$ cat config.mk
export PLATFORM = sky130hd
export DESIGN_NAME = closest_factor_pair
export DESIGN_NICKNAME = d
export VERILOG_FILES = /design/src/rtl/core/cfp_pkg.sv /design/src/rtl/core/closest_factor_pair.sv /design/src/rtl/core/cfp_ctrl.sv /design/src/rtl/core/cfp_dpath.sv
export VERILOG_INCLUDE_DIRS = /design/src /design/src/rtl/core
export SDC_FILE = /design/constraint.sdc
export NUM_CORES = 1
export LEC_CHECK = 0
export BUFFER_PORTS_ARGS = -buffer_cell sky130_fd_sc_hd__buf_2
export CORE_MARGIN = 5
export CORE_UTILIZATION = 35
export DETAILED_ROUTE_END_ITERATION = 10
export GPL_ROUTABILITY_DRIVEN = 0
export PLACE_DENSITY_LB_ADDON = 0.05
export SETUP_SLACK_MARGIN = 0.3
export SYNTH_ARGS = -nofsm -noshare
export SYNTH_HDL_FRONTEND = slang
export SYNTH_SLANG_ARGS = --single-unit
$ cat constraint.sdc
create_clock -name clk -period 3.45 [get_ports clk]
set_input_delay 0 -clock clk [delete_from_list [all_inputs] [get_ports clk]]
set_output_delay 0 -clock clk [all_outputs]
set_load 0.05 [all_outputs]
$ cat src/rtl/core/assert_macros.svh
// Assertion macros shared by the closest factor pair RTL.
// Needs clk and arst_n in the scope where a macro is used.
`ifndef ASSERT_MACROS_SVH
`define ASSERT_MACROS_SVH

// Property must hold at every clock edge outside reset.
`define CFP_ASSERT(lbl, prop, msg) \
	lbl: assert property (@(posedge clk) disable iff (!arst_n) (prop)) \
		else $error(msg);

// Condition must never be seen at a clock edge outside reset.
`define CFP_ASSERT_NEVER(lbl, cond, msg) \
	lbl: assert property (@(posedge clk) disable iff (!arst_n) !(cond)) \
		else $error(msg);

`endif

$ cat src/rtl/core/cfp_pkg.sv
// Package for the closest factor pair block: field widths, defaults and the
// command and status structs between controller and datapath. No dependencies.
`default_nettype none

package cfp_pkg;

	// Widths of the transaction fields.
	localparam int VALUE_W = 32;
	localparam int SMALL_W = 16;
	localparam int LARGE_W = 32;

	// Default width of the number that is factored.
	localparam int VALUE_WIDTH_DEF = 32;

	// Commands from the controller to the datapath.
	typedef struct packed {
		logic load;       // capture a new number, clear the root
		logic root_step;  // one digit of the square root
		logic div_start;  // start a trial division by the current candidate
		logic div_step;   // one quotient bit of the trial division
		logic dec;        // move to the next lower candidate
		logic out_load;   // write the result register
	} cmd_t;

	// Status from the datapath to the controller.
	typedef struct packed {
		logic d_zero;     // candidate divisor is zero
		logic rem_zero;   // last trial division left no remainder
		logic out_free;   // result register can take a new result now
	} stat_t;

endpackage

`default_nettype wire

$ cat src/rtl/core/closest_factor_pair.sv
// Closest factor pair: finds the largest divisor not above the square root.
// Top level; depends on cfp_pkg, cfp_ctrl and cfp_dpath.
//
// Usage:
//   Input channel: value with in_valid / in_stall. A transaction is taken
//   when in_valid is high and in_stall is low.
//   Output channel: small_factor and large_factor with out_valid /
//   out_stall. Exactly one result comes out for each input transaction.
// Sequence:
//   A square root pass runs first, one digit per cycle. Each candidate
//   divisor is then tried in the restoring divider, one quotient bit per
//   cycle, and candidates are tried from the root downward. Then the
//   result register is written once it is free.
//   One number is worked on at a time; in_stall is high from acceptance
//   until the result is written into the output register.
// Reset and stall:
//   arst_n clears the controller and the output valid; no result is pending.
//   While out_stall is high the result holds, a new number may already be
//   accepted, and its result waits until the register is taken.
`default_nettype none

module closest_factor_pair #(
	parameter int VALUE_WIDTH = cfp_pkg::VALUE_WIDTH_DEF
) (
	input  wire logic                         clk,
	input  wire logic                         arst_n,
	input  wire logic                         in_valid,
	output logic                              in_stall,
	input  wire logic [cfp_pkg::VALUE_W-1:0]  value,
	output logic                              out_valid,
	input  wire logic                         out_stall,
	output logic [cfp_pkg::SMALL_W-1:0]       small_factor,
	output logic [cfp_pkg::LARGE_W-1:0]       large_factor
);
	import cfp_pkg::*;

	cmd_t  cmd;
	stat_t stat;

	// Sequencer.
	cfp_ctrl #(
		.VALUE_WIDTH (VALUE_WIDTH)
	) u_ctrl (
		.clk      (clk),
		.arst_n   (arst_n),
		.in_valid (in_valid),
		.in_stall (in_stall),
		.stat     (stat),
		.cmd      (cmd)
	);

	// Arithmetic and result register.
	cfp_dpath #(
		.VALUE_WIDTH (VALUE_WIDTH)
	) u_dpath (
		.clk          (clk),
		.arst_n       (arst_n),
		.value        (value),
		.cmd          (cmd),
		.stat         (stat),
		.out_stall    (out_stall),
		.out_valid    (out_valid),
		.small_factor (small_factor),
		.large_factor (large_factor)
	);

endmodule

`default_nettype wire

$ cat src/rtl/core/cfp_ctrl.sv
// Controller of the closest factor pair block: sequences the square root,
// the trial divisions and the result write. Depends on cfp_pkg.
`default_nettype none
`include "assert_macros.svh"

module cfp_ctrl #(
	parameter int VALUE_WIDTH = cfp_pkg::VALUE_WIDTH_DEF
) (
	input  wire logic          clk,
	input  wire logic          arst_n,
	input  wire logic          in_valid,
	output logic               in_stall,
	input  wire cfp_pkg::stat_t stat,
	output cfp_pkg::cmd_t      cmd
);
	import cfp_pkg::*;

	localparam int RW = (VALUE_WIDTH + 1) / 2;
	localparam int CW = $clog2(VALUE_WIDTH);

	typedef enum logic [5:0] {
		ST_IDLE   = 6'b000001,
		ST_ROOT   = 6'b000010,
		ST_CHECK  = 6'b000100,
		ST_DIVIDE = 6'b001000,
		ST_TEST   = 6'b010000,
		ST_FINISH = 6'b100000
	} state_t;

	state_t        state_q, state_d;
	logic [CW-1:0] cnt_q, cnt_d;
	logic          accept;

	assign in_stall = (state_q != ST_IDLE);
	assign accept   = in_valid && !in_stall;

	// Next state, step counter and commands.
	always_comb begin
		state_d = state_q;
		cnt_d   = cnt_q;
		cmd     = '0;
		unique case (state_q)
			ST_IDLE: begin
				if (accept) begin
					cmd.load = 1'b1;
					cnt_d    = '0;
					state_d  = ST_ROOT;
				end
			end
			ST_ROOT: begin
				cmd.root_step = 1'b1;
				cnt_d         = cnt_q + 1'b1;
				if (cnt_q == CW'(RW - 1)) begin
					state_d = ST_CHECK;
				end
			end
			ST_CHECK: begin
				if (stat.d_zero) begin
					state_d = ST_FINISH;
				end else begin
					cmd.div_start = 1'b1;
					cnt_d         = '0;
					state_d       = ST_DIVIDE;
				end
			end
			ST_DIVIDE: begin
				cmd.div_step = 1'b1;
				cnt_d        = cnt_q + 1'b1;
				if (cnt_q == CW'(VALUE_WIDTH - 1)) begin
					state_d = ST_TEST;
				end
			end
			ST_TEST: begin
				if (stat.rem_zero) begin
					state_d = ST_FINISH;
				end else begin
					cmd.dec = 1'b1;
					state_d = ST_CHECK;
				end
			end
			ST_FINISH: begin
				if (stat.out_free) begin
					cmd.out_load = 1'b1;
					state_d      = ST_IDLE;
				end
			end
			default: begin
				state_d = ST_IDLE;
			end
		endcase
	end

	// State and counter registers.
	always_ff @(posedge clk or negedge arst_n) begin
		if (!arst_n) begin
			state_q <= ST_IDLE;
			cnt_q   <= '0;
		end else begin
			state_q <= state_d;
			cnt_q   <= cnt_d;
		end
	end

	// A result is only written into a free result register.
	`CFP_ASSERT(a_out_load_free, cmd.out_load |-> stat.out_free, "result written while busy")
	// Each accepted transaction starts with a square root pass.
	`CFP_ASSERT(a_accept_root, accept |=> (state_q == ST_ROOT) && (cnt_q == '0),
		"accepted transaction did not start the root")

endmodule

`default_nettype wire

$ cat src/rtl/core/cfp_dpath.sv
// Datapath of the closest factor pair block: bitwise square root, restoring
// divider, candidate register and result register. Depends on cfp_pkg.
`default_nettype none
`include "assert_macros.svh"

module cfp_dpath #(
	parameter int VALUE_WIDTH = cfp_pkg::VALUE_WIDTH_DEF
) (
	input  wire logic                         clk,
	input  wire logic                         arst_n,
	input  wire logic [cfp_pkg::VALUE_W-1:0]  value,
	input  wire cfp_pkg::cmd_t                cmd,
	output cfp_pkg::stat_t                    stat,
	input  wire logic                         out_stall,
	output logic                              out_valid,
	output logic [cfp_pkg::SMALL_W-1:0]       small_factor,
	output logic [cfp_pkg::LARGE_W-1:0]       large_factor
);
	import cfp_pkg::*;

	localparam int RW = (VALUE_WIDTH + 1) / 2;

	logic [VALUE_WIDTH-1:0] n_q;     // number being factored
	logic [2*RW-1:0]        sx_q;    // number shifted out two bits per root step
	logic [RW-1:0]          d_q;     // root, then candidate divisor
	logic [RW:0]            rem_q;   // root or division remainder
	logic [VALUE_WIDTH-1:0] qs_q;    // dividend shifting out, quotient shifting in
	logic                   out_valid_q;
	logic [SMALL_W-1:0]     small_q;
	logic [LARGE_W-1:0]     large_q;

	logic [RW+2:0]          root_cat;
	logic [RW+2:0]          root_trial;
	logic                   root_fit;
	logic [RW+1:0]          div_cat;
	logic                   div_fit;

	// One square root digit: try subtracting 4*root + 1.
	always_comb begin
		root_cat   = {rem_q, sx_q[2*RW-1 -: 2]};
		root_trial = (RW + 3)'({d_q, 2'b01});
		root_fit   = (root_cat >= root_trial);
	end

	// One quotient bit: shift in the next dividend bit and compare.
	always_comb begin
		div_cat = {rem_q, qs_q[VALUE_WIDTH-1]};
		div_fit = (div_cat >= (RW + 2)'(d_q));
	end

	// Shared arithmetic registers.
	always_ff @(posedge clk) begin
		if (cmd.load) begin
			n_q   <= VALUE_WIDTH'(value);
			sx_q  <= (2 * RW)'(VALUE_WIDTH'(value));
			d_q   <= '0;
			rem_q <= '0;
		end else if (cmd.root_step) begin
			sx_q <= {sx_q[2*RW-3:0], 2'b00};
			if (root_fit) begin
				rem_q <= (RW + 1)'(root_cat - root_trial);
				d_q   <= {d_q[RW-2:0], 1'b1};
			end else begin
				rem_q <= (RW + 1)'(root_cat);
				d_q   <= {d_q[RW-2:0], 1'b0};
			end
		end else if (cmd.div_start) begin
			rem_q <= '0;
			qs_q  <= n_q;
		end else if (cmd.div_step) begin
			qs_q <= {qs_q[VALUE_WIDTH-2:0], div_fit};
			if (div_fit) begin
				rem_q <= (RW + 1)'(div_cat - (RW + 2)'(d_q));
			end else begin
				rem_q <= (RW + 1)'(div_cat);
			end
		end else if (cmd.dec) begin
			d_q <= d_q - 1'b1;
		end
	end

	assign stat.d_zero   = (d_q == '0);
	assign stat.rem_zero = (rem_q == '0);
	assign stat.out_free = !out_valid_q || !out_stall;

	// Result register: the valid bit drops when the transaction is taken.
	always_ff @(posedge clk or negedge arst_n) begin
		if (!arst_n) begin
			out_valid_q <= 1'b0;
		end else if (cmd.out_load) begin
			out_valid_q <= 1'b1;
		end else if (!out_stall) begin
			out_valid_q <= 1'b0;
		end
	end

	// Result payload: no divisor found means the pair (1, n).
	always_ff @(posedge clk) begin
		if (cmd.out_load) begin
			if (d_q == '0) begin
				small_q <= SMALL_W'(1);
				large_q <= LARGE_W'(n_q);
			end else begin
				small_q <= SMALL_W'(d_q);
				large_q <= LARGE_W'(qs_q);
			end
		end
	end

	assign out_valid    = out_valid_q;
	assign small_factor = small_q;
	assign large_factor = large_q;

	// A found divisor must have divided the number exactly.
	`CFP_ASSERT(a_found_exact, (cmd.out_load && (d_q != '0)) |-> (rem_q == '0),
		"result from an inexact division")
	// Stepping down moves the candidate by exactly one.
	`CFP_ASSERT(a_dec_one, cmd.dec |=> (d_q == $past(d_q) - 1'b1),
		"candidate did not step down by one")
	// A zero candidate is never used as a divisor.
	`CFP_ASSERT_NEVER(a_no_div_zero, cmd.div_start && (d_q == '0), "division by zero started")

endmodule

`default_nettype wire

==> results of run 1 <==
-- cells in the mapped netlist, drive strengths merged (3+ instances only) --
| master | instances | share of area |
|---|---|---|
| nand2 | 226 | 0.087 |
| edfxtp | 144 | 0.44 |
| nor2 | 54 | 0.023 |
| o21ai | 53 | 0.027 |
| a21oi | 46 | 0.024 |
| ha | 38 | 0.049 |
| clkbuf | 36 | 0.014 |
| mux2 | 36 | 0.041 |
| dfxtp | 33 | 0.068 |
| inv | 27 | 0.010 |
| buf | 16 | 0.0082 |
| nor3 | 15 | 0.0077 |
| a211oi | 14 | 0.011 |
| nand3 | 14 | 0.0072 |
| xnor2 | 14 | 0.013 |
| mux2i | 13 | 0.013 |
| nor4 | 12 | 0.0092 |
| a21o | 11 | 0.0084 |
| dfrtp | 11 | 0.028 |
| a31oi | 10 | 0.0064 |
| and2 | 10 | 0.0064 |
| o21a | 10 | 0.0077 |
| or3 | 10 | 0.0064 |
| nand2b | 8 | 0.0051 |
| nand4 | 8 | 0.0067 |
| xor2 | 8 | 0.0072 |
| and3 | 6 | 0.0038 |
| nor2b | 6 | 0.0038 |
| o31a | 6 | 0.0054 |
| nand3b | 5 | 0.0038 |
| a32oi | 3 | 0.0027 |
| nor4b | 3 | 0.0027 |
| o32ai | 3 | 0.0027 |
-- what timing repair did --
action | 4_1_cts | 5_1_grt
setup buffers | 0 | 0
setup endpoints to repair | 0 | 17
endpoints found under the hold margin | 77 | 0
hold buffers | 36 | 0
gates resized for setup | 0 | 9
-- state kept, by name (all words and copies together) (netlist names) --
name                  count
u_dpath.large_factor     32
u_dpath.n_q              32
u_dpath.qs_q             32
u_dpath.sx_q             32
u_dpath.rem_q            17
u_dpath.d_q              16
u_dpath.small_factor     16
u_ctrl.state_q            6
u_ctrl.cnt_q              5
u_dpath.out_valid         1
-- tightest hold or removal path: cells and delay by family --
| kind | cells | cell delay (ns) |
|---|---|---|
| AND/OR/NAND/NOR | 2 | 0.20 |
| buffers and inverters | 1 | 0.11 |
| AO/OA/AOI/OAI | 1 | 0.17 |
-- final timing paths --
path	start	end	slack (ns)	cells past startpoint
setup reg to reg	u_ctrl.state_q[5]	u_dpath.rem_q[14]	0.50	7
min in group asynchronous	arst_n	u_ctrl.cnt_q[4]	0.48	3
hold reg to reg	u_dpath.d_q[0]	u_dpath.d_q[1]	0.51	2
max in group asynchronous	arst_n	u_ctrl.state_q[2]	1.92	4
hold / removal	in_valid	u_ctrl.state_q[0]	0.06	4
setup / recovery	u_ctrl.state_q[5]	u_dpath.rem_q[14]	0.50	7
-- placed cells by master (no fill, tap or decap), drive strengths merged, types with 3 or more instances in the layout --
master and count:
and3 6, inv 35, or3 10, a21oi 46
and2 10, o32ai 3, nor2b 6, dlygate4sd3 36
o21ai 53, buf 115, nor4 12, o21a 10
clkbuf 18, nand4 8, nand3 14, ha 38
xnor2 14, dfrtp 11, a21o 11, edfxtp 144
nand2b 8, nor4b 3, mux2 36, o31a 6
nand3b 5, a211oi 14, nand2 226, clkinv 7
nor3 15, a31oi 10, dfxtp 33, nor2 54
a32oi 3, xor2 8, mux2i 13
-- per-layer routing --
metal,up-vias,track usage
met5,-,0
met4,0,0.0368
met3,17,0.0254
met2,140,0.262
met1,3413,0.256
li1,3670,-
-- power groups by stage --
stage | Sequential [mW] | Clock, mW | Combinational [mW]
CTS | 3.56 | 2.05 | 6.06
finish | 3.56 | 2.00 | 6.07
global route | 3.62 | 2.14 | 6.78
detailed placement | 3.60 | 0 | 5.99
global placement | 3.61 | 0 | 6.05
floorplan | 3.50 | 0 | 4.50
-- cell families after synthesis --
| group | count (synthesis) |
|---|---|
| AO/OA/AOI/OAI | 183 |
| AND/OR/NAND/NOR | 388 |
| XOR/XNOR | 22 |
| flip-flops | 189 |
| multiplexers | 49 |
| buffers and inverters | 80 |
| adder cells (fa/ha/maj) | 39 |
-- stage by stage --
step                      setup WS (ns)   util
after floorplan                   0.578      -
after global placement            0.464  0.386
after CTS                         0.371  0.421
after detailed placement          0.376  0.386
after global routing              0.264  0.422
final                             0.496  0.422
-- area by class of cell --
type,instances,area [sq um],share of cell area
clock buffer,18,429,0.0367
clock inverter,14,165,0.0141
timing repair buffer,151,1010,0.0866
multi-input combinational,681,4210,0.360
tap,378,473,0.0405
sequential,189,5290,0.453
inverter,28,105,0.00900
==> PnR_summary.wiki, run 1 <==
{| class="wikitable"
! Metric !! Value
|-
| Antenna Diode Count || 0
|-
| Placed cells || 1391
|-
| Synth-to-layout area growth || 19.5%
|-
| Final Slew Violations || 0
|-
| Layout cell share with drive strength beyond 1 || 0.191
|-
| Post-layout min period || 2.95 ns
|-
| Adder-cell area share of the yosys netlist || 0.0507
|-
| Total power draw || 11.6 mW
|-
| RSZ-0062 raised after global routing || yes
|-
| Largest net degree at the start of global routing || 50
|-
| Initial antenna violation count || 0
|-
| TritonCTS clock tree || done
|-
| Mapped Nets || 1025
|-
| Total track usage || 0.171
|-
| Data arrival at the endpoint of the critical path || between 3 and 4 ns
|-
| Height of the chip || around 180 microns
|-
| Critical path fanouts, max || 16
|-
| Top layer reached by signal wires || met4
|-
| Worst endpoint required time || roughly 3.8 ns
|-
| Power per cell area || 995 nW/um^2
|-
| Number of failing hold endpoints at the final stage || 0
|-
| Clock latency reported for the late side of the worst-skew pair || between 0.4 and 0.5 ns
|-
| Synth Area in Compound Gates || 0.119
|-
| Pleak || roughly 4.7 nW
|-
| First-pass GRT wire length || 41700 microns
|-
| Synth Area in XOR/XNOR || 0.0197
|-
| Aggregate routed wire length || about 26000 microns
|-
| Average footprint of a synthesized cell || 10.3 sq um
|-
| Worst stage delay on the critical path || 0.94 ns
|-
| Reported net switching power || 4.93 mW
|-
| Synthesized netlist cell count || 950
|-
| Area of placed instances || between 10000 and 15000 sq um
|-
| Setup skew after layout || 0.0191 ns
|-
| Ordered cell list for the critical path || nor4_1 -> nand3b_1 -> nor2b_2 -> nor2_4 -> a32oi_1 -> nand2_1 -> a221o_1
|-
| Count of flip-flops with a built-in enable after synthesis || 144
|-
| CTS Buffer Depth || 2
|-
| Share of total power in sequential cells || 0.306
|-
| Setup crit end kind || register
|-
| Worst IR Drop VDD || 0.409 mV
|-
| Critical path startpoint category || register
|-
| Run status || finished, final reports clean
|-
| Sequential element share of the synthesized area || 0.541
|-
| Category of the critical setup timing path || register to register
|-
| Number of primary I/O pins || 86
|-
| Floorplan Core Area || ~28000 sq um
|-
| Number of clock sinks || ~190
|-
| Effective utilization at floorplan || 0.353
|-
| Kind of cell with the highest combined delay on the critical path || simple AND/OR/NAND/NOR gates
|-
| Met2 wire length || approximately 12000 microns
|-
| Number of design-rule violations left by the first detailed-router iteration || 420
|-
| Comb pwr share || 0.522
|-
| Hold Slack || between 0.06 and 0.07 ns
|-
| Clock power share || 0.172
|-
| Main combinational cell family by area after synthesis || simple AND/OR/NAND/NOR gates
|-
| Final setup violation count || 0
|-
| # H-tree levels || 4
|-
| Fraction of power spent switching nets || 0.424
|-
| Site row count || 61
|-
| Total of flip-flops plus latches after synthesis || 189
|-
| Count of different cell masters after synthesis || between 70 and 80
|-
| Summed negative setup slack over all endpoints || 0 ns
|-
| Drt wl/cell || 18.1 microns
|-
| HPWL after detailed placement || between 15000 and 20000 microns
|-
| Number of buffers inserted during clock tree synthesis || 17
|-
| Residual antenna-violating net count after detailed routing || 0
|-
| Routed met3 length || about 1000 microns
|-
| Total routed wire length on the met1 layer || roughly 13000 microns
|-
| Slowest stage cell, crit path || sky130_fd_sc_hd__nor2b_2
|-
| Fill cell instance count of the final layout || 2724
|-
| Final std cells w/o fill || roughly 1500
|-
| CTS Root Cell || sky130_fd_sc_hd__clkbuf_16
|-
| Net count reported at finish || 1143
|-
| Mean number of vias per cell || a little under 5
|-
| Width of the die || about 180 microns
|-
| Multiplexer share of the synthesized area || 0.0548
|-
| Most used flip-flop cell after synthesis || sky130_fd_sc_hd__edfxtp_1
|-
| Worst hold path class || primary input to register
|-
| F_max || 339 MHz
|-
| Number of max-capacitance violations reported || 0
|-
| Clock transition at the register clock pins on the worst setup and hold paths after CTS || approximately 0.080 ns
|-
| Buffers on Ports || 85
|-
| Cell area after layout || 11700 sq um
|-
| Summed instance area of the synthesized netlist || around 10000 sq um
|-
| Slew headroom || 0.208
|-
| Simple logic cell fraction of the synthesized area || 0.182
|-
| Vias in the first global route || ~7100
|-
| Ratio of final minimum period to clock period || 0.856
|-
| Count of TritonRoute iterations in the first routing pass || 4
|-
| Via Count || a little over 7000
|-
| Proportion of synthesized flip-flops having asynchronous set or reset || 0.0635
|-
| DRC violation count after routing || 0
|-
| Number of buffers and inverters on the critical path || 0
|-
| Number of warnings reported in the yosys synthesis log || 0
|-
| Die ar. || 31400 sq um
|-
| Global route overflow || 0
|-
| Actual transition at the worst max-transition pin || around 1.2 ns
|-
| Power Internal || roughly 6.7 mW
|}
(Power assumes the default switching activity.)
==> inputs of run 2 (changes only) <==
--- a/config.mk
+++ b/config.mk
@@ -9,10 +9,12 @@
 export BUFFER_PORTS_ARGS = -buffer_cell sky130_fd_sc_hd__buf_2
 export CORE_MARGIN = 5
 export CORE_UTILIZATION = 35
+export CTS_CLUSTER_DIAMETER = 50
 export DETAILED_ROUTE_END_ITERATION = 10
 export GPL_ROUTABILITY_DRIVEN = 0
 export PLACE_DENSITY_LB_ADDON = 0.05
 export SETUP_SLACK_MARGIN = 0.3
 export SYNTH_ARGS = -nofsm -noshare
 export SYNTH_HDL_FRONTEND = slang
+export SYNTH_HIERARCHICAL = 1
 export SYNTH_SLANG_ARGS = --single-unit
==> PnR_summary.wiki, run 2 <==
{| class="wikitable"
! Metric !! Value
|-
| Run status || finished, final reports clean
|-
| Worst hold path class || primary input to async pin
|-
| Category of the critical setup timing path || register to register
|-
| Worst IR Drop VDD || 0.339 mV (-17%)
|-
| Count of different cell masters after synthesis || 78 (+6.8%)
|-
| Cells on worst reg2reg path || 11 (+4)
|-
| Most used flip-flop cell after synthesis || sky130_fd_sc_hd__edfxtp_1
|-
| Width of the die || 178 microns (+0.63%)
|-
| Number of buffers inserted during clock tree synthesis || 17 (unchanged)
|-
| Most frequent standard cell in the layout excluding fill and tap cells || sky130_fd_sc_hd__edfxtp_1
|-
| Number of max-capacitance violations reported || 0 (unchanged)
|-
| Number of design-rule violations left by the first detailed-router iteration || 426 (+1.4%)
|-
| Setup skew after layout || 0.0175 ns (-0.00155 ns)
|-
| Hold Slack || 0.0672 ns (+0.00235 ns)
|-
| Cell accounting for the most synthesized area || sky130_fd_sc_hd__edfxtp_1
|-
| Placement Setup Slack || 0.287 ns (-0.0889 ns)
|-
| Residual antenna-violating net count after detailed routing || 0 (unchanged)
|-
| Die ar. || 31800 sq um (+1.3%)
|-
| Number of clock sinks || 189 (unchanged)
|-
| Mean number of vias per cell || 5.13 (+3.3%)
|-
| Site row count || 61 (unchanged)
|-
| Setup crit end kind || register
|-
| HPWL after detailed placement || 17300 microns (-6.5%)
|-
| Synth-to-layout area growth || 19.8%
|-
| Total track usage || 0.160 (-0.0113)
|-
| Final Slew Violations || 0 (unchanged)
|-
| # H-tree levels || 4 (unchanged)
|-
| Worst reg-to-reg setup slack || 0.50 ns (about the same)
|-
| Aggregate routed wire length || 24900 microns (-5.9%)
|-
| Count of TritonRoute iterations in the first routing pass || 5 (+1)
|-
| Synthesized netlist cell count || 829 (-13%)
|-
| Summed negative setup slack over all endpoints || 0 ns (unchanged)
|-
| Critical path startpoint category || register
|-
| Final std cells w/o fill || 1336 (-8.4%)
|-
| Synth top cells by count || sky130_fd_sc_hd__edfxtp_1, sky130_fd_sc_hd__mux2_2, sky130_fd_sc_hd__nor2_1
|-
| Area share of the leading cell type in the synthesized netlist || 0.437 (-0.00581)
|-
| F_max || 339 MHz (+0.18%)
|-
| Net count reported at finish || 1020 (-11%)
|-
| Sequential element share of the synthesized area || 0.534 (-0.00711)
|-
| CTS Buffer Depth || 2 (unchanged)
|-
| Placed cells || 1263 (-9.2%)
|-
| Number of primary I/O pins || 86 (unchanged)
|-
| TritonCTS clock tree || done
|-
| RSZ-0062 raised after global routing || yes
|-
| Fill cell instance count of the final layout || 2585 (-5.1%)
|-
| First-pass GRT wire length || 39600 microns (-5.0%)
|-
| Terminus of the critical flop-to-flop path || u_dpath/rem_q[15]
|-
| Layout cell share with drive strength beyond 1 || 0.284 (+0.0934)
|-
| Worst endpoint required time || 3.76 ns (about the same)
|-
| Largest net degree at the start of global routing || 81 (+62%)
|-
| Count of flip-flops with a built-in enable after synthesis || 144 (unchanged)
|-
| Slew headroom || 0.494 (+0.286)
|-
| Power per cell area || 880 nW/um^2 (-12%)
|-
| Synth area leaders || sky130_fd_sc_hd__edfxtp_1, sky130_fd_sc_hd__mux2_2, sky130_fd_sc_hd__dfxtp_1, sky130_fd_sc_hd__ha_1, sky130_fd_sc_hd__dfrtp_1
|-
| CTS Root Cell || sky130_fd_sc_hd__clkbuf_16
|-
| Summed instance area of the synthesized netlist || 9900 sq um (+1.3%)
|-
| Critical path fanouts, max || 7 (-9)
|-
| Effective utilization at floorplan || 0.355 (+0.00274)
|-
| Data arrival at the endpoint of the critical path || 3.26 ns (about the same)
|-
| Initial antenna violation count || 0 (unchanged)
|-
| Post-layout min period || 2.95 ns (-0.00546 ns)
|-
| Mapped Nets || 904 (-12%)
|-
| Register area || 5290 sq um (about the same)
|-
| Pleak || 4.47 nW (-4.9%)
|-
| Actual transition at the worst max-transition pin || 0.759 ns (-0.424 ns)
|-
| Global route overflow || 0 (unchanged)
|-
| Top-count cell post-synth || sky130_fd_sc_hd__edfxtp_1
|-
| Fin worst setup slack || 0.501 ns (+0.00546 ns)
|-
| Vias in the first global route || 6910 (-2.8%)
|-
| Antenna Diode Count || 0 (unchanged)
|-
| Number of failing hold endpoints at the final stage || 0 (unchanged)
|-
| Drt wl/cell || 18.6 microns (+2.8%)
|-
| Buffers on Ports || 85 (unchanged)
|-
| Clock latency reported for the late side of the worst-skew pair || 0.44 ns (about the same)
|-
| Number of warnings reported in the yosys synthesis log || 6 (+6)
|-
| Final setup violation count || 0 (unchanged)
|-
| Clock transition at the register clock pins on the worst setup and hold paths after CTS || 0.08 ns (about the same)
|-
| Via Count || 6849 (-5.4%)
|-
| Floorplan Core Area || 27900 sq um (+0.55%)
|-
| Average footprint of a synthesized cell || 11.9 sq um (+16%)
|-
| Ratio of final minimum period to clock period || 0.855 (-0.00158)
|-
| Height of the chip || 178 microns (+0.63%)
|-
| Area of combinational cells with multiple inputs || 4390 sq um (+4.3%)
|-
| Total of flip-flops plus latches after synthesis || 189 (unchanged)
|-
| Highest-count cells in the layout ignoring fill and taps || sky130_fd_sc_hd__edfxtp_1, sky130_fd_sc_hd__mux2_2, sky130_fd_sc_hd__buf_2
|-
| Proportion of synthesized flip-flops having asynchronous set or reset || 0.0635 (unchanged)
|-
| Reg-to-reg startpoint || u_dpath/d_q[3]
|-
| DRC violation count after routing || 0 (unchanged)
|}
[run 2: changes by cell type after synthesis, sizes merged, moves of 8 or more]
cell / delta
nand2: -188
mux2: +58
clkbuf: -8
a31oi: -8
xnor2: +10
mux2i: +12
a21oi: -18
[run 2: layout make-up]
type | count | area share
flip-flops and latches | 189 | 0.446
multi-input cells | 562 | 0.370
repair buffers | 141 | 0.0813
well taps | 378 | 0.0399
clock buffers | 17 | 0.0359
clock inverters | 15 | 0.0162
inverters | 34 | 0.0108
[run 2: what timing repair did]
| item | in CTS | in global routing |
|---|---|---|
| setup endpoints to repair | 32 | 54 |
| gates resized for setup | 1 | 7 |
| hold buffers | 36 | 0 |
| hold endpoints to repair | 78 | 0 |
| pin swaps | 0 | 4 |
| setup buffers | 0 | 5 |
[run 2: power by group]
group	internal [mW]	leakage, nW	switching, mW
logic	2.07	2.42	2.74
registers	3.22	1.75	0.393
clock network	0.991	0.298	1.02
[run 2: kinds of logic (layout without fill, tap and decap cells)]
kind of cell / after synthesis / in the layout / synth area share
XOR/XNOR: 30 / 30 / 0.0265
AND/OR/NAND/NOR: 201 / 201 / 0.105
buffers and inverters: 78 / 207 / 0.0317
adder cells (fa/ha/maj): 39 / 39 / 0.0500
multiplexers: 119 / 119 / 0.132
AO/OA/AOI/OAI: 173 / 173 / 0.121
flip-flops: 189 / 189 / 0.534
[run 2: worst max path at each step]
stage                 startpoint           endpoint
3_5_place_dp   u_ctrl/state_q[1]   u_dpath/qs_q[19]
2_1_floorplan  u_ctrl/state_q[5]  u_dpath/rem_q[16]
3_3_place_gp   u_ctrl/state_q[1]   u_dpath/qs_q[20]
4_1_cts        u_ctrl/state_q[1]    u_dpath/d_q[11]
5_1_grt        u_ctrl/state_q[1]    u_dpath/d_q[11]
6_report          u_dpath/d_q[3]  u_dpath/rem_q[15]
[run 2: through the flow]
stage	power, mW	instance area (sq um)	utilization
final	10.4	11900	0.426
after global routing	11.2	11900	0.426
after global placement	8.26	10800	0.388
after CTS	10.4	11800	0.423
after detailed placement	8.33	10800	0.388
after floorplan	7.15	9940	-
[run 2: critical path, cell delays in order (launching register included)]
cell	delay, ns
sky130_fd_sc_hd__dfxtp_1	0.48
sky130_fd_sc_hd__inv_1	0.15
sky130_fd_sc_hd__ha_1	0.38
sky130_fd_sc_hd__o21ai_0	0.11
sky130_fd_sc_hd__a21oi_1	0.23
sky130_fd_sc_hd__nor3_1	0.11
sky130_fd_sc_hd__o21ba_2	0.24
sky130_fd_sc_hd__o21ai_0	0.17
sky130_fd_sc_hd__buf_4	0.16
sky130_fd_sc_hd__mux2_2	0.34
sky130_fd_sc_hd__a211oi_2	0.32
sky130_fd_sc_hd__o22ai_1	0.13
[run 2: layer usage]
layer / vias to the layer above / track usage / wire [microns]
li1: 3346 / - / -
met1: 3346 / 0.229 / 11900
met2: 138 / 0.254 / 11800
met3: 19 / 0.0286 / 906
met4: 0 / 0.0352 / 292
met5: - / 0 / 0
==> inputs of run 3 (changes only) <==
--- a/config.mk
+++ b/config.mk
@@ -7,8 +7,9 @@
 export NUM_CORES = 1
 export LEC_CHECK = 0
 export BUFFER_PORTS_ARGS = -buffer_cell sky130_fd_sc_hd__buf_2
+export CORE_ASPECT_RATIO = 0.6
 export CORE_MARGIN = 5
-export CORE_UTILIZATION = 35
+export CORE_UTILIZATION = 50
 export CTS_CLUSTER_DIAMETER = 50
 export DETAILED_ROUTE_END_ITERATION = 10
 export GPL_ROUTABILITY_DRIVEN = 0
==> PnR_summary.wiki, run 3 (synthesis gave the netlist of run 2 again) <==
{| class="wikitable"
! Metric !! Value
|-
| Clock transition at the register clock pins on the worst setup and hold paths after CTS || 0.07 ns (about the same)
|-
| Reported net switching power || 4.19 mW (+0.70%)
|-
| Initial antenna violation count || 0 (unchanged)
|-
| Utilization of the core after routing || 0.610 (+0.184)
|-
| Fraction of power spent switching nets || 0.396 (-0.00201)
|-
| Clock power share || 0.183 (-0.010)
|-
| CTS Root Cell || sky130_fd_sc_hd__clkbuf_16
|-
| Most frequent standard cell in the layout excluding fill and tap cells || sky130_fd_sc_hd__edfxtp_1
|-
| Met3 GRT Util || 0.0570 (+0.0284)
|-
| Setup skew after layout || 0.0122 ns (-0.00532 ns)
|-
| Height of the chip || 119 microns (-33%)
|-
| Number of design-rule violations left by the first detailed-router iteration || 525 (+23%)
|-
| Cell area after layout || 11700 sq um (-1.2%)
|-
| Number of clock sinks || 189 (unchanged)
|-
| Data arrival at the endpoint of the critical path || 3.36 ns (+0.10 ns)
|-
| Total track usage || 0.214 (+0.0547)
|-
| Setup crit end kind || register
|-
| Category of the critical setup timing path || register to register
|-
| Effective utilization at floorplan || 0.515 (+0.160)
|-
| F_max || 328 MHz (-3.2%)
|-
| Highest-count cells in the layout ignoring fill and taps || sky130_fd_sc_hd__edfxtp_1, sky130_fd_sc_hd__mux2_2, sky130_fd_sc_hd__buf_2
|-
| Via Count || 7183 (+4.9%)
|-
| Final Slew Violations || 0 (unchanged)
|-
| Hold Slack || 0.0794 ns (+0.0122 ns)
|-
| Net count reported at finish || 1024 (+0.39%)
|-
| Comb pwr share || 0.472 (+0.011)
|-
| Vias in the first global route || 6886 (-0.35%)
|-
| Fill cell instance count of the final layout || 1528 (-41%)
|-
| Critical path startpoint category || register
|-
| First-pass GRT wire length || 38200 microns (-3.6%)
|-
| Layout cell share with drive strength beyond 1 || 0.284 (about the same)
|-
| RSZ-0062 raised after global routing || no
|-
| Run status || finished, final reports clean
|-
| Number of primary I/O pins || 86 (unchanged)
|-
| Worst endpoint required time || 3.76 ns (about the same)
|-
| Drt wl/cell || 20.1 microns (+7.7%)
|-
| Met2 routing resource usage after global routing || 0.296 (+0.0422)
|-
| # H-tree levels || 4 (unchanged)
|-
| Mean number of vias per cell || 5.85 (+14%)
|-
| Pleak || 4.46 nW (about the same)
|-
| Number of buffers inserted during clock tree synthesis || 17 (unchanged)
|-
| Summed negative setup slack over all endpoints || 0 ns (unchanged)
|-
| Final setup violation count || 0 (unchanged)
|-
| Ratio of final minimum period to clock period || 0.883 (+0.0280)
|-
| Floorplan Core Area || 19200 sq um (-31%)
|-
| GR Util met1 || 0.335 (+0.106)
|-
| Aggregate routed wire length || 24600 microns (-1.1%)
|-
| HPWL after detailed placement || 17200 microns (-1.1%)
|-
| Post-layout min period || 3.05 ns (+0.0967 ns)
|-
| Total power draw || 10.6 mW (+1.2%)
|-
| Global route overflow || 0 (unchanged)
|-
| Buffers on Ports || 85 (unchanged)
|-
| Count of TritonRoute iterations in the first routing pass || 7 (+2)
|-
| Site row count || 39 (-36%)
|-
| Worst hold path class || primary input to async pin
|-
| Die ar. || 22800 sq um (-28%)
|-
| Area of placed instances || 10700 sq um (-1.2%)
|-
| Worst IR Drop VDD || 0.414 mV (+22%)
|-
| Number of max-capacitance violations reported || 0 (unchanged)
|-
| Largest net degree at the start of global routing || 49 (-40%)
|-
| Residual antenna-violating net count after detailed routing || 0 (unchanged)
|-
| Actual transition at the worst max-transition pin || 0.775 ns (+0.0156 ns)
|-
| GR peak layer || met1
|-
| Antenna Diode Count || 0 (unchanged)
|-
| Width of the die || 192 microns (+7.6%)
|-
| Slew headroom || 0.483 (-0.0105)
|-
| TritonCTS clock tree || done
|-
| Number of failing hold endpoints at the final stage || 0 (unchanged)
|-
| Share of total power in sequential cells || 0.345 (about the same)
|-
| Power per cell area || 902 nW/um^2 (+2.4%)
|-
| Synth-to-layout area growth || 18.3%
|-
| Critical path fanouts, max || 10 (+3)
|-
| Power Internal || 6.38 mW (+1.5%)
|-
| Clock latency reported for the late side of the worst-skew pair || 0.44 ns (about the same)
|-
| DRC violation count after routing || 0 (unchanged)
|-
| CTS Buffer Depth || 2 (unchanged)
|}
run 3: changes by cell type in the layout (fill, tap and decap cells not counted), sizes merged:
| cell | change |
|---|---|
| buf | +3 |
| bufinv | +2 |
| clkinv | -3 |
| clkinvlp | +2 |
| inv | -2 |
| o21ai | +1 |
run 3: per-layer routing:
metal	vias up	share of wire
li1	3352	-
met1	3484	0.49
met2	318	0.42
met3	29	0.081
met4	0	0.013
met5	-	0
run 3: path summary, 6_finish.rpt:
path,from,to,slack (ns),cells after the start
setup / recovery,u_dpath/d_q[2],u_dpath/rem_q[12],0.40,10
hold / removal,arst_n,u_ctrl/state_q[0],0.08,2
setup reg to reg,u_dpath/d_q[2],u_dpath/rem_q[12],0.40,10
hold reg to reg,u_dpath/d_q[11],u_dpath/small_factor[11],0.50,0
max in group asynchronous,arst_n,u_ctrl/state_q[1],2.37,3
min in group clk,value[25],u_dpath/n_q[25],0.28,2
run 3: worst max-delay path: stages, from the launching register on:
cell and delay, ns:
sky130_fd_sc_hd__dfxtp_1 0.43, sky130_fd_sc_hd__inv_1 0.17, sky130_fd_sc_hd__ha_1 0.40, sky130_fd_sc_hd__o21ai_0 0.11, sky130_fd_sc_hd__a21oi_1 0.18, sky130_fd_sc_hd__o21ai_2 0.14, sky130_fd_sc_hd__o21ai_1 0.25, sky130_fd_sc_hd__a31oi_2 0.21
sky130_fd_sc_hd__o21ai_2 0.65, sky130_fd_sc_hd__mux2i_1 0.28, sky130_fd_sc_hd__o22ai_1 0.10
run 3: final cells by class:
cell class / count / area, sq um / area share
sequential: 189 / 5290 / 0.451
multi-input combinational: 563 / 4410 / 0.376
timing repair buffer: 144 / 996 / 0.0850
clock buffer: 17 / 425 / 0.0363
tap: 266 / 333 / 0.0284
clock inverter: 14 / 141 / 0.0121
inverter: 34 / 128 / 0.0109
run 3: power groups by stage:
stage,clock [mW],combinational (mW),sequential (mW)
finish,1.93,4.99,3.64
global placement,0,4.47,3.65
CTS,1.96,4.71,3.63
detailed placement,0,4.63,3.67
floorplan,0,3.65,3.50
global route,2.07,5.41,3.70
run 3: metrics by stage:
step | setup slack, ns | instances
after floorplan | 0.0901 | 829
after global placement | 0.378 | 1151
after detailed placement | 0.251 | 1151
after CTS | 0.348 | 1218
after global routing | 0.261 | 1227
final | 0.405 | 1227
run 3: timing repair:
item,4_1_cts,5_1_grt
cloned,0,1
pin swaps,0,3
endpoints found under the hold margin,78,0
hold buffers,36,0
buffers inserted,0,8
endpoints found under the setup margin,7,19
gates resized for setup,2,7
